**src/hw/rtl/srpt_per_flow_scheduler_defines.svh**
```systemverilog
// Assertion macros shared by the scheduler RTL.
// Included by modules that carry concurrent checks; SYNTH strips them.
`ifndef SRPT_PER_FLOW_SCHEDULER_DEFINES_SVH
`define SRPT_PER_FLOW_SCHEDULER_DEFINES_SVH
`ifndef SYNTH
`define SRPT_ASSERT(lbl, clk, rst, prop) \
  lbl: assert property (@(posedge clk) disable iff (rst) prop) else $error("srpt check failed");
`define SRPT_ASSERT_NR(lbl, clk, prop) \
  lbl: assert property (@(posedge clk) prop) else $error("srpt check failed");
`else
`define SRPT_ASSERT(lbl, clk, rst, prop)
`define SRPT_ASSERT_NR(lbl, clk, prop)
`endif
`endif

```
**src/hw/rtl/srpt_pkg.sv**
```systemverilog
// Shared types and constants for the per-flow SRPT scheduler.
// No dependencies.
package srpt_pkg;
  localparam int FLOWS_DEF = 16;
  localparam int QUEUE_DEPTH_DEF = 16;
  localparam int PRIO_BITS_DEF = 16;
  localparam int FLOW_W = 4;
  localparam int FIELD_W = 16;

  localparam logic FUNC_ENQ = 1'b0;
  localparam logic FUNC_DEQ = 1'b1;

  typedef enum logic [1:0] {
    ST_ENQ = 2'd0, ST_DROP = 2'd1, ST_DEQ = 2'd2, ST_EMPTY = 2'd3
  } status_t;

  typedef struct packed {
    logic func;
    logic [FLOW_W-1:0] flow_id;
    logic [FIELD_W-1:0] prio;
    logic [FIELD_W-1:0] packet_tag;
  } cmd_t;

  typedef struct packed {
    logic [1:0] status;
    logic [FLOW_W-1:0] out_flow_id;
    logic [FIELD_W-1:0] out_prio;
    logic [FIELD_W-1:0] out_tag;
  } result_t;
endpackage

```
**src/hw/rtl/srpt_front.sv**
```systemverilog
// Front end: takes commands and queues them for the back end.
// Depends on srpt_pkg and srpt_per_flow_scheduler_defines.svh.
module srpt_front (
  input  logic           clk,
  input  logic           rst,
  input  logic           start,
  input  srpt_pkg::cmd_t cmd,
  output logic           busy,
  output logic           q_valid,
  output srpt_pkg::cmd_t q_cmd,
  input  logic           q_pop
);
  import srpt_pkg::*;
  `include "srpt_per_flow_scheduler_defines.svh"

  // two-entry queue
  cmd_t slot [2];
  logic rd_ptr, wr_ptr;
  logic [1:0] count;
  logic push;

  assign busy = (count == 2'd2);
  assign push = start && !busy;
  assign q_valid = (count != 2'd0);
  assign q_cmd = slot[rd_ptr];

  always_ff @(posedge clk) begin
    if (push) slot[wr_ptr] <= cmd;
    if (rst) begin
      rd_ptr <= 1'b0;
      wr_ptr <= 1'b0;
      count <= 2'd0;
    end else begin
      if (push) wr_ptr <= !wr_ptr;
      if (q_pop) rd_ptr <= !rd_ptr;
      count <= count + {1'b0, push} - {1'b0, q_pop};
    end
  end

  `SRPT_ASSERT(a_no_pop_empty, clk, rst, q_pop |-> q_valid)
  `SRPT_ASSERT(a_count_max, clk, rst, count != 2'd3)
  `SRPT_ASSERT(a_count_step, clk, rst, (push && !q_pop) |=> count == $past(count) + 2'd1)
endmodule

```
**config.mk**
```make
export PLATFORM = sky130hd
export DESIGN_NAME = srpt_front
export DESIGN_NICKNAME = d
export VERILOG_FILES = /design/src/hw/rtl/srpt_pkg.sv /design/src/hw/rtl/srpt_front.sv
export VERILOG_INCLUDE_DIRS = /design/src /design/src/hw/rtl
export SDC_FILE = /design/constraint.sdc
export NUM_CORES = 1
export LEC_CHECK = 0
export BUFFER_PORTS_ARGS = -buffer_cell sky130_fd_sc_hd__buf_2
export CAP_MARGIN = 20
export CORE_MARGIN = 5
export CORE_UTILIZATION = 43
export DETAILED_ROUTE_END_ITERATION = 8
export GPL_ROUTABILITY_DRIVEN = 0
export PLACE_DENSITY_LB_ADDON = 0.2
export SLEW_MARGIN = 40
export SYNTH_ARGS = -nofsm -noshare
export SYNTH_HDL_FRONTEND = slang
export SYNTH_SLANG_ARGS = --single-unit
```
**constraint.sdc**
```tcl
create_clock -name clk -period 2.2 [get_ports clk]
set_input_delay 0.44 -clock clk [delete_from_list [all_inputs] [get_ports clk]]
set_output_delay 0.44 -clock clk [all_outputs]
set_load 0.005 [all_outputs]
```
**Word level (Yosys, flattened, before mapping)**

Memory sizes are Yosys's and may differ from the RTL's. A register that Yosys moved wholly into a read port is not among the register bits.
Index checks and enable logic that the tools add are counted.

- Multiplexer cells: 4
- Equality and inequality tests: 1
- Add/subtract/negate cells: 2
- Reduce and logical (&&, ||, !) cells: 5

Operator list:

| cell | number |
|---|---|
| $mux W1 | 4 |
| $logic_not A1 Y1 | 3 |
| $add A2 B1 Y2 | 1 |
| $eq A2 B2 Y1 const B | 1 |
| $reduce_bool A2 Y1 | 1 |
| $sub A2 B1 Y2 | 1 |
| $logic_and A1 B1 Y1 | 1 |

- Logic and storage cells: 16
- Register bits: 4
- Memories kept: 1
- Output and inout bits: 39
- Bits of input ports: 41
- Bits in writable memories: 74

Memories:

| name | depth | width | read ports | clocked after memory_dff | wr ports | RTL line | RTL |
|---|---|---|---|---|---|---|---|
| slot | 2 | 37 | 1 | 1 | 1 | srpt_front.sv:17 | `cmd_t slot [2];` |

**Depth between registers and ports, before layout**

Gate-level depths: netlist of the first run.

- Depth after elaboration: 5
- Gate-level depth with buffers: 8

**Worst setup path before layout of the first run**

Ideal clock, no wire load.

- Path type: input to register
- Start point: input start
- End point: memory slot[0][0] (netlist name), enable pin
- Required time: 1.808 ns
- Slack: 0.243 ns
- Data arrival time: 1.566 ns
- Setup time: 0.392 ns
- Buffers on the path: 0
- Stages: 3
- Path through: inv_1 > or3_1 > inv_1

- Longest elaborated chain between the ends: 3

Ends and longest elaborated chain:

| element | RTL line | RTL |
|---|---|---|
| start, declared | srpt_front.sv:6 | `input logic start,` |
| $logic_and A1 B1 Y1 | srpt_front.sv:23 | `assign push = start && !busy;` |
| $mux W1 | srpt_front.sv:28 | `if (push) slot[wr_ptr] <= cmd;` |
| $mux W1 (not written as such) | srpt_front.sv:28 |  |
| end, declared | srpt_front.sv:17 |  |

Every way passes these cells.

==> results of run 1 <==
cells in the final DEF (no fill, tap or decap), drive strengths merged, types with 2 or more instances in the layout:
master  synthesis  routed
buf             4      85
bufinv          0       2
clkbuf          0      10
clkinv          0       3
dfxtp           5       5
edfxtp         74      74
ha              2       2
inv             4       4
mux2           37      37
nor2            3       3
xnor2           2       2
per-layer routing:
layer	GRT usage	vias to the layer above
met2	0.206	41
met1	0.147	736
met4	0.0631	0
li1	-	721
met5	0	-
met3	0.0451	11
state kept, by name (all words and copies together), names as in the netlist, named ones only:
name / cells
wr_ptr: 1
rd_ptr: 1
count: 2
slot: 74
power groups by stage:
stage	Combinational, mW	Sequential (mW)	Clock, mW
4_1_cts	0.611	1.94	1.16
2_1_floorplan	0.339	1.95	0
3_3_place_gp	0.605	1.97	0
3_5_place_dp	0.608	1.98	0
6_report	0.592	1.94	1.12
5_1_grt	0.652	1.96	1.24
cell families after synthesis:
logic type / synth area share
fa+ha+maj: 0.00861
simple gates: 0.0172
mux: 0.143
flops: 0.799
compound gates: 0.00344
buf+inv: 0.0194
xor+xnor: 0.00904
worst max-delay path, cell delays in order, from the launching register on:
cell,delay [ps]
dfxtp_4,500
buf_4,200
mux2_2,340
buf_2,130
worst max-delay path by stage:
stage / startpoint / end / slack, ps / cells after the start
finish: register / q_cmd[6] / 260 / 3
global route: register / q_cmd[6] / 150 / 3
CTS: register / q_cmd[6] / 60 / 3
detailed placement: register / q_cmd[6] / 450 / 3
global placement: register / q_cmd[36] / 480 / 3
floorplan: start / slot[0][0] / 240 / 3
area by class of cell:
cell class	count	area, µm²	share of cell area
flip-flops and latches	79	2330	0.636
well taps	80	100	0.0274
inverters	4	15.0	0.00410
clock buffers	10	128	0.0349
multi-input cells	53	528	0.144
clock inverters	6	85.1	0.0232
repair buffers	85	478	0.131
cell usage after synthesis, drive strengths merged:
master	n	area, µm²
a21oi	1	5.00
and3	1	7.51
buf	4	41.3
dfxtp	5	100
edfxtp	74	2220
ha	2	25.0
inv	4	15.0
mux2	37	417
nand2	1	3.75
nand2b	1	8.76
nor2	3	11.3
nor2b	1	6.26
o21ai	1	5.00
or2	1	6.26
or3	1	6.26
xnor2	2	17.5
xor2	1	8.76
stage by stage:
step / worst slack (ps) / std cells / utilization / hold WS, ps
CTS: 59.3 / 317 / 0.547 / 262
global placement: 478 / 301 / 0.516 / 466
finish: 255 / 317 / 0.548 / 282
floorplan: 243 / 140 / - / 451
global route: 150 / 317 / 0.548 / 252
detailed placement: 446 / 301 / 0.516 / 482
==> qor.txt, run 1 <==
Logic pwr share -> 0.162
worst path required time -> 1760 ps
Flop pwr share -> 0.531
vias in the first global route -> 1,603
Fin Setup TNS -> 0 ps
clock network power share -> 0.308
routed wire length on met3 -> 278 µm
Slew Viols, Final -> 0
Post-Route Skew -> 5.16 ps
slew of the pin with the lowest slew margin -> 424 ps
post-CTS repair timing setup buffer count -> 0
Mapped Cells -> 140
RSZ-0062 raised after global routing -> false
vias per cell -> 4.76
synth warn -> 0
worst-skew pair later-pin latency -> 340 ps
post-CTS resize count -> 0
# hold bufs at CTS -> 0
via count -> 1,509
DPL Wire Length -> 3450 µm
R2R cell count -> 5
relative slew slack -> 0.717
routed wire length -> 4930 µm
Final nets -> 275
M1 wire length -> 2000 µm
CTS tree -> done
Fmax -> 514 MHz
Pleak -> 1.41 nW
syn_nets -> 183
clk root buf -> clkbuf_8
CP endpoint kind -> primary output
number of top-level pins -> 80
switching power -> 0.834 mW
Port Buffers -> 79
Synth-to-Final Area Change -> 25.9%
drt wl/cell -> 15.6 µm
Die Y -> 92.2 µm
HP Start -> cmd[25]
Post-Syn Area -> 0.00291 mm²
remaining global-route overflow -> 0
HP Class -> input port to register
Final Power -> 3.66 mW
crit path DAT -> 1500 ps
Antenna Diode Count -> 0
initial antenna violation count -> 0
core area -> 0.00668 mm²
Netlist cell types -> 19
highest metal used -> met4
Sw Share -> 0.228
startpoint types -> register
clock transition at the registers of the reported paths -> 80 ps
P_int -> 2.82 mW
Clock Path Buffers -> 2
DP Area -> 0.00344 mm²
CTS Buf Count -> 9
minimum clock period -> 1940 ps
met2 wire len -> 2570 µm
Max Cap Violations -> 0
final std cell area, no fill -> 0.00366 mm²
die width -> 92.2 µm
syn avg cell area -> 20.8 µm²
Final Hold Viols -> 0
pin count of the biggest net entering global routing -> 38
register area share after synthesis -> 0.799
Tot GR Track Use -> 0.126
Hold Path Stages -> 1
worst r2r dst -> slot[0][30]
share of layout cells above drive strength 1 -> 0.595
CTS H-tree depth -> 3
Crit Path Class -> register to primary output
initial DRC count -> 54
FF-to-FF Start -> count[0]
clk sinks -> 79
remaining antenna violation count -> 0
crit path max fanout -> 16
global-route wire length before repair -> 7910 µm
first-pass detailed-route iteration total -> 4
hold path endpoint -> slot[1][25]
Die ar. -> 0.00850 mm²
r2r setup slk -> 690 ps
FILL cells -> 567
maximum vdd drop -> 0.732 mV
Rows -> 30
# DRC -> 0
final period utilization -> 0.884
Initial Utilization -> 0.435
flops & latches, synth -> 79
final setup fails -> 0
status -> finished clean
Power Dens Cells -> 999 mW/mm²
(Power assumes the default switching activity.)
==> run 2: changes to the inputs <==
Settings changed: CORE_MARGIN 5 to 2.
==> run 2 against run 1 <==
Compared with the run above: sequential share of layout area grew 0.97 points; largest power group unchanged; via count hardly changed; register-to-register slack barely moved; cell count shrank 1.6%; clock power fell by 12%; clock skew grew 3.4 ps; non-clock buffer count shrank 2; critical path depth did not move; first-iteration DRC count down 13%; count of clock-buffer cells in the layout fell by 1; flip-flop and latch count stayed put; largest cell class unchanged.
==> qor.txt, run 2 (synthesis gave the netlist of run 1 again) <==
status -> finished clean (unchanged)
FF/Latch Area -> 0.00232 mm² (was 0.00233 mm²)
drt wl/cell -> 14.1 µm (was 15.6 µm)
Max Cap Violations -> 0 (unchanged)
Clock Path Buffers -> 2 (unchanged)
initial DRC count -> 47 (was 54)
worst-skew pair later-pin latency -> 330 ps (was 340 ps)
DP Area -> 0.00341 mm² (was 0.00344 mm²)
DPL Wire Length -> 2850 µm (was 3450 µm)
CTS H-tree depth -> 3 (unchanged)
Die ar. -> 0.00743 mm² (was 0.00850 mm²)
Top delay family on crit path -> buffers and inverters (was flip-flops)
Antenna Diode Count -> 0 (unchanged)
Initial Utilization -> 0.450 (was 0.435)
final setup fails -> 0 (unchanged)
CP peak stage delay -> 380 ps (was 500 ps)
die width -> 86.2 µm (was 92.2 µm)
routed wire length -> 4400 µm (was 4930 µm)
global-route wire length before repair -> 6870 µm (was 7910 µm)
# DRC -> 0 (unchanged)
Port Buffers -> 79 (unchanged)
core area -> 0.00646 mm² (was 0.00668 mm²)
Rows -> 29 (was 30)
CP endpoint kind -> primary output (unchanged)
Synth-to-Final Area Change -> 23.9% (was 25.9%)
remaining global-route overflow -> 0 (unchanged)
CTS tree -> done (unchanged)
initial antenna violation count -> 0 (unchanged)
minimum clock period -> 1890 ps (was 1940 ps)
largest register by flop count -> slot (unchanged)
clk root buf -> clkbuf_8 (unchanged)
share of layout cells above drive strength 1 -> 0.600 (was 0.595)
relative slew slack -> 0.810 (was 0.717)
vias per cell -> 4.84 (was 4.76)
Multi-input gate area -> 528 µm² (unchanged)
Fmax -> 530 MHz (was 514 MHz)
slowest cell on the critical path -> mux2_2 (was dfxtp_4)
HP Class -> input port to register (unchanged)
first-pass detailed-route iteration total -> 3 (was 4)
Pleak -> 1.39 nW (was 1.41 nW)
Die Y -> 86.2 µm (was 92.2 µm)
final period utilization -> 0.857 (was 0.884)
Crit Path Class -> register to primary output (unchanged)
FF-to-FF Start -> count[0] (unchanged)
clock transition at the registers of the reported paths -> 80 ps (about the same)
CP cell instances -> buf_4 -> mux2_2 -> buf_2 (unchanged)
CTS Buf Count -> 9 (unchanged)
FILL cells -> 547 (was 567)
Slew Viols, Final -> 0 (unchanged)
post-CTS repair timing setup buffer count -> 0 (unchanged)
vias in the first global route -> 1,485 (was 1,603)
remaining antenna violation count -> 0 (unchanged)
maximum vdd drop -> 0.545 mV (was 0.732 mV)
Final Hold Viols -> 0 (unchanged)
max FFs per register -> 74 (unchanged)
most common cell after layout, fill and taps aside -> buf_2 (unchanged)
Final nets -> 273 (was 275)
Power Dens Cells -> 973 mW/mm² (was 999 mW/mm²)
pin count of the biggest net entering global routing -> 38 (unchanged)
Post-Route Skew -> 8.53 ps (was 5.16 ps)
RSZ-0062 raised after global routing -> false (unchanged)
via count -> 1,510 (was 1,509)
clk sinks -> 79 (unchanged)
number of top-level pins -> 80 (unchanged)
HP Start -> cmd[3] (was cmd[25])
crit path max fanout -> 21 (was 16)
biggest registers after layout -> slot: 74 flops, count: 2 flops (unchanged)
Buf/Inv on CP -> 2 (unchanged)
crit path DAT -> 1450 ps (was 1500 ps)
Tot GR Track Use -> 0.127 (was 0.126)
slew of the pin with the lowest slew margin -> 285 ps (was 424 ps)
Fin Setup TNS -> 0 ps (unchanged)
worst path required time -> 1760 ps (about the same)
startpoint types -> register (unchanged)
commonest cells after routing, fill and taps aside -> 79 x buf_2, 74 x edfxtp_1, 37 x mux2_2 (unchanged)
final std cell area, no fill -> 0.00360 mm² (was 0.00366 mm²)
# hold bufs at CTS -> 0 (unchanged)
post-CTS resize count -> 0 (unchanged)
run 2: changes by cell type in the layout (fill, tap and decap cells not counted), sizes merged:
cell	delta
buf	-2
bufinv	-1
clkbuf	-1
clkinv	+3
clkinvlp	-1
run 2: metrics by stage:
step	power, mW	utilization	worst slack [ps]	instances	hold slack, ps
after floorplan	2.29	-	243	140	451
after global placement	2.55	0.528	601	296	479
after detailed placement	2.56	0.528	585	296	488
after CTS	3.57	0.558	267	312	272
after global routing	3.69	0.558	230	312	265
final	3.50	0.558	314	312	292
run 2: metal layers:
layer,vias up,share of wire,GRT usage,wire length [µm]
li1,722,-,-,-
met1,730,0.43,0.142,1880
met2,53,0.49,0.212,2170
met3,5,0.072,0.0505,317
met4,0,0.0082,0.0639,36
met5,-,0,0,0
run 2: cell type report:
class | count | share of cell area
Clock inverter | 7 | 0.0177
Multi-Input combinational cell | 53 | 0.147
Timing Repair Buffer | 83 | 0.125
Sequential cell | 79 | 0.645
Tap cell | 77 | 0.0268
Clock buffer | 9 | 0.0344
Inverter | 4 | 0.00417
run 2: path summary, 6_finish.rpt:
kind,end,slack [ps],cells after the start
min reg2reg,wr_ptr,500,2
max reg2reg,slot[0][24],700,5
min,slot[1][3],290,1
max,q_cmd[25],310,3
run 2: worst register-to-register path, cell delays in order (launching register included):
cell and delay, ps:
dfxtp_1 340, nand2b_2 140, inv_2 40, or3_1 320
inv_1 100, buf_12 240
run 2: power breakdown:
group          total [mW]  switching, mW  internal [mW]
Sequential           1.92         0.0459           1.88
Combinational       0.589          0.289          0.300
Clock               0.989          0.474          0.516
==> run 3: changes to the inputs <==
Settings changed: PLACE_DENSITY set to 0.73, PLACE_DENSITY_LB_ADDON 0.2 to unset.
==> run 3 against run 2 <==
Compared with the run above: global-route usage up 0.53 points; sequential share of layout area up 0.73 points; count of clock-buffer cells in the layout up 3; critical path type unchanged; highest routed layer unchanged.
==> qor.txt, run 3 (synthesis gave the netlist of run 1 again) <==
crit path max fanout -> 21 (unchanged)
crit path DAT -> 1450 ps (about the same)
die width -> 86.2 µm (unchanged)
Post-Route Skew -> 6.45 ps (was 8.53 ps)
worst path required time -> 1760 ps (about the same)
FILL cells -> 519 (was 547)
final std cell area, no fill -> 0.00356 mm² (was 0.00360 mm²)
final worst slack -> 311 ps (was 314 ps)
R2R cell count -> 5 (unchanged)
slowest cell on the critical path -> mux2_2 (unchanged)
Hold Slack -> 290 ps (was 292 ps)
minimum clock period -> 1890 ps (about the same)
Initial Utilization -> 0.450 (unchanged)
final setup fails -> 0 (unchanged)
maximum vdd drop -> 0.483 mV (was 0.545 mV)
global-route wire length before repair -> 7160 µm (was 6870 µm)
commonest cells after routing, fill and taps aside -> 79 x buf_2, 74 x edfxtp_1, 37 x mux2_2 (unchanged)
CP cell instances -> buf_4 -> mux2_2 -> buf_2 (unchanged)
final core occ -> 0.551 (was 0.558)
Power Dens Cells -> 946 mW/mm² (was 973 mW/mm²)
drt wl/cell -> 15.1 µm (was 14.1 µm)
Antenna Diode Count -> 0 (unchanged)
DPL Wire Length -> 3220 µm (was 2850 µm)
initial DRC count -> 78 (was 47)
Fin Setup TNS -> 0 ps (unchanged)
clock transition at the registers of the reported paths -> 70 ps (was 80 ps)
Tot GR Track Use -> 0.133 (was 0.127)
post-CTS repair timing setup buffer count -> 0 (unchanged)
startpoint types -> register (unchanged)
Final nets -> 275 (was 273)
slew of the pin with the lowest slew margin -> 314 ps (was 285 ps)
CP peak stage delay -> 380 ps (about the same)
remaining global-route overflow -> 0 (unchanged)
worst-skew pair later-pin latency -> 330 ps (about the same)
max FFs per register -> 74 (unchanged)
RSZ-0062 raised after global routing -> false (unchanged)
initial antenna violation count -> 0 (unchanged)
clk sinks -> 79 (unchanged)
Port Buffers -> 79 (unchanged)
Die Y -> 86.2 µm (unchanged)
most common cell after layout, fill and taps aside -> buf_2 (unchanged)
clk root buf -> clkbuf_8 (unchanged)
Die ar. -> 0.00743 mm² (unchanged)
via count -> 1,491 (was 1,510)
placed insts -> 298 (was 296)
Pleak -> 1.37 nW (was 1.39 nW)
Slew Viols, Final -> 0 (unchanged)
Clock Path Buffers -> 2 (unchanged)
CTS tree -> done (unchanged)
vias in the first global route -> 1,512 (was 1,485)
post-CTS resize count -> 0 (unchanged)
remaining antenna violation count -> 0 (unchanged)
pin count of the biggest net entering global routing -> 23 (was 38)
status -> finished clean (unchanged)
HP Start -> cmd[24] (was cmd[3])
Hold Path Stages -> 1 (unchanged)
core area -> 0.00646 mm² (unchanged)
CTS H-tree depth -> 3 (unchanged)
Setup WS pre-CTS -> 546 ps (was 585 ps)
Rows -> 29 (unchanged)
share of layout cells above drive strength 1 -> 0.586 (was 0.600)
number of top-level pins -> 80 (unchanged)
Final Hold Viols -> 0 (unchanged)
HP Class -> input port to register (unchanged)
Synth-to-Final Area Change -> 22.5% (was 23.9%)
Final Power -> 3.37 mW (was 3.50 mW)
# DRC -> 0 (unchanged)
biggest registers after layout -> slot: 74 flops, count: 2 flops (unchanged)
FF-to-FF Start -> count[0] (unchanged)
Max Cap Violations -> 0 (unchanged)
final period utilization -> 0.859 (was 0.857)
relative slew slack -> 0.791 (was 0.810)
Fmax -> 529 MHz (was 530 MHz)
routed wire length -> 4740 µm (was 4400 µm)
CTS Buf Count -> 9 (unchanged)
largest register by flop count -> slot (unchanged)
DP Area -> 0.00340 mm² (was 0.00341 mm²)
CP endpoint kind -> primary output (unchanged)
Crit Path Class -> register to primary output (unchanged)
vias per cell -> 4.75 (was 4.84)
Finished Layout Cells -> 314 (was 312)
# hold bufs at CTS -> 0 (unchanged)
first-pass detailed-route iteration total -> 3 (unchanged)
## run 3: cell count changes in the layout (fill, tap and decap cells not counted)
cell / before / now
clkbuf_1: 0 / 3
clkinv_1: 0 / 1
clkinv_2: 5 / 2
buf_4: 2 / 6
bufinv_16: 1 / 0
buf_12: 2 / 0
## run 3: path summary, 6_finish.rpt
| check | to | slack (ps) |
|---|---|---|
| max | q_cmd[12] | 310 |
| min | slot[1][24] | 290 |
| max reg2reg | slot[0][18] | 650 |
| min reg2reg | wr_ptr | 510 |
## run 3: power breakdown
group          internal [mW]  switching (mW)  leakage [nW]  total, mW
Combinational          0.290           0.290         0.560      0.580
Clock                  0.405           0.454        0.0818      0.859
Sequential              1.88          0.0493         0.732       1.93
Total                   2.57           0.793          1.37       3.37
## run 3: cell type report
cell class / instances / area (µm²) / area share
clock inverters: 4 / 22.5 / 0.00632
repair buffers: 85 / 440 / 0.124
clock buffers: 12 / 135 / 0.0379
inverters: 4 / 15.0 / 0.00422
multi-input cells: 53 / 528 / 0.148
flip-flops and latches: 79 / 2320 / 0.652
well taps: 77 / 96.3 / 0.0271
## run 3: worst max-delay path: cells and delay by family, from the launching register on
family / cells / cell delay (ps)
multiplexers: 1 / 380
flip-flops: 1 / 320
buffers and inverters: 2 / 410
## run 3: metal layers
metal	track usage	routed length, µm
met1	0.160	2050
met2	0.213	2320
met3	0.0590	303
met4	0.0469	64
met5	0	0
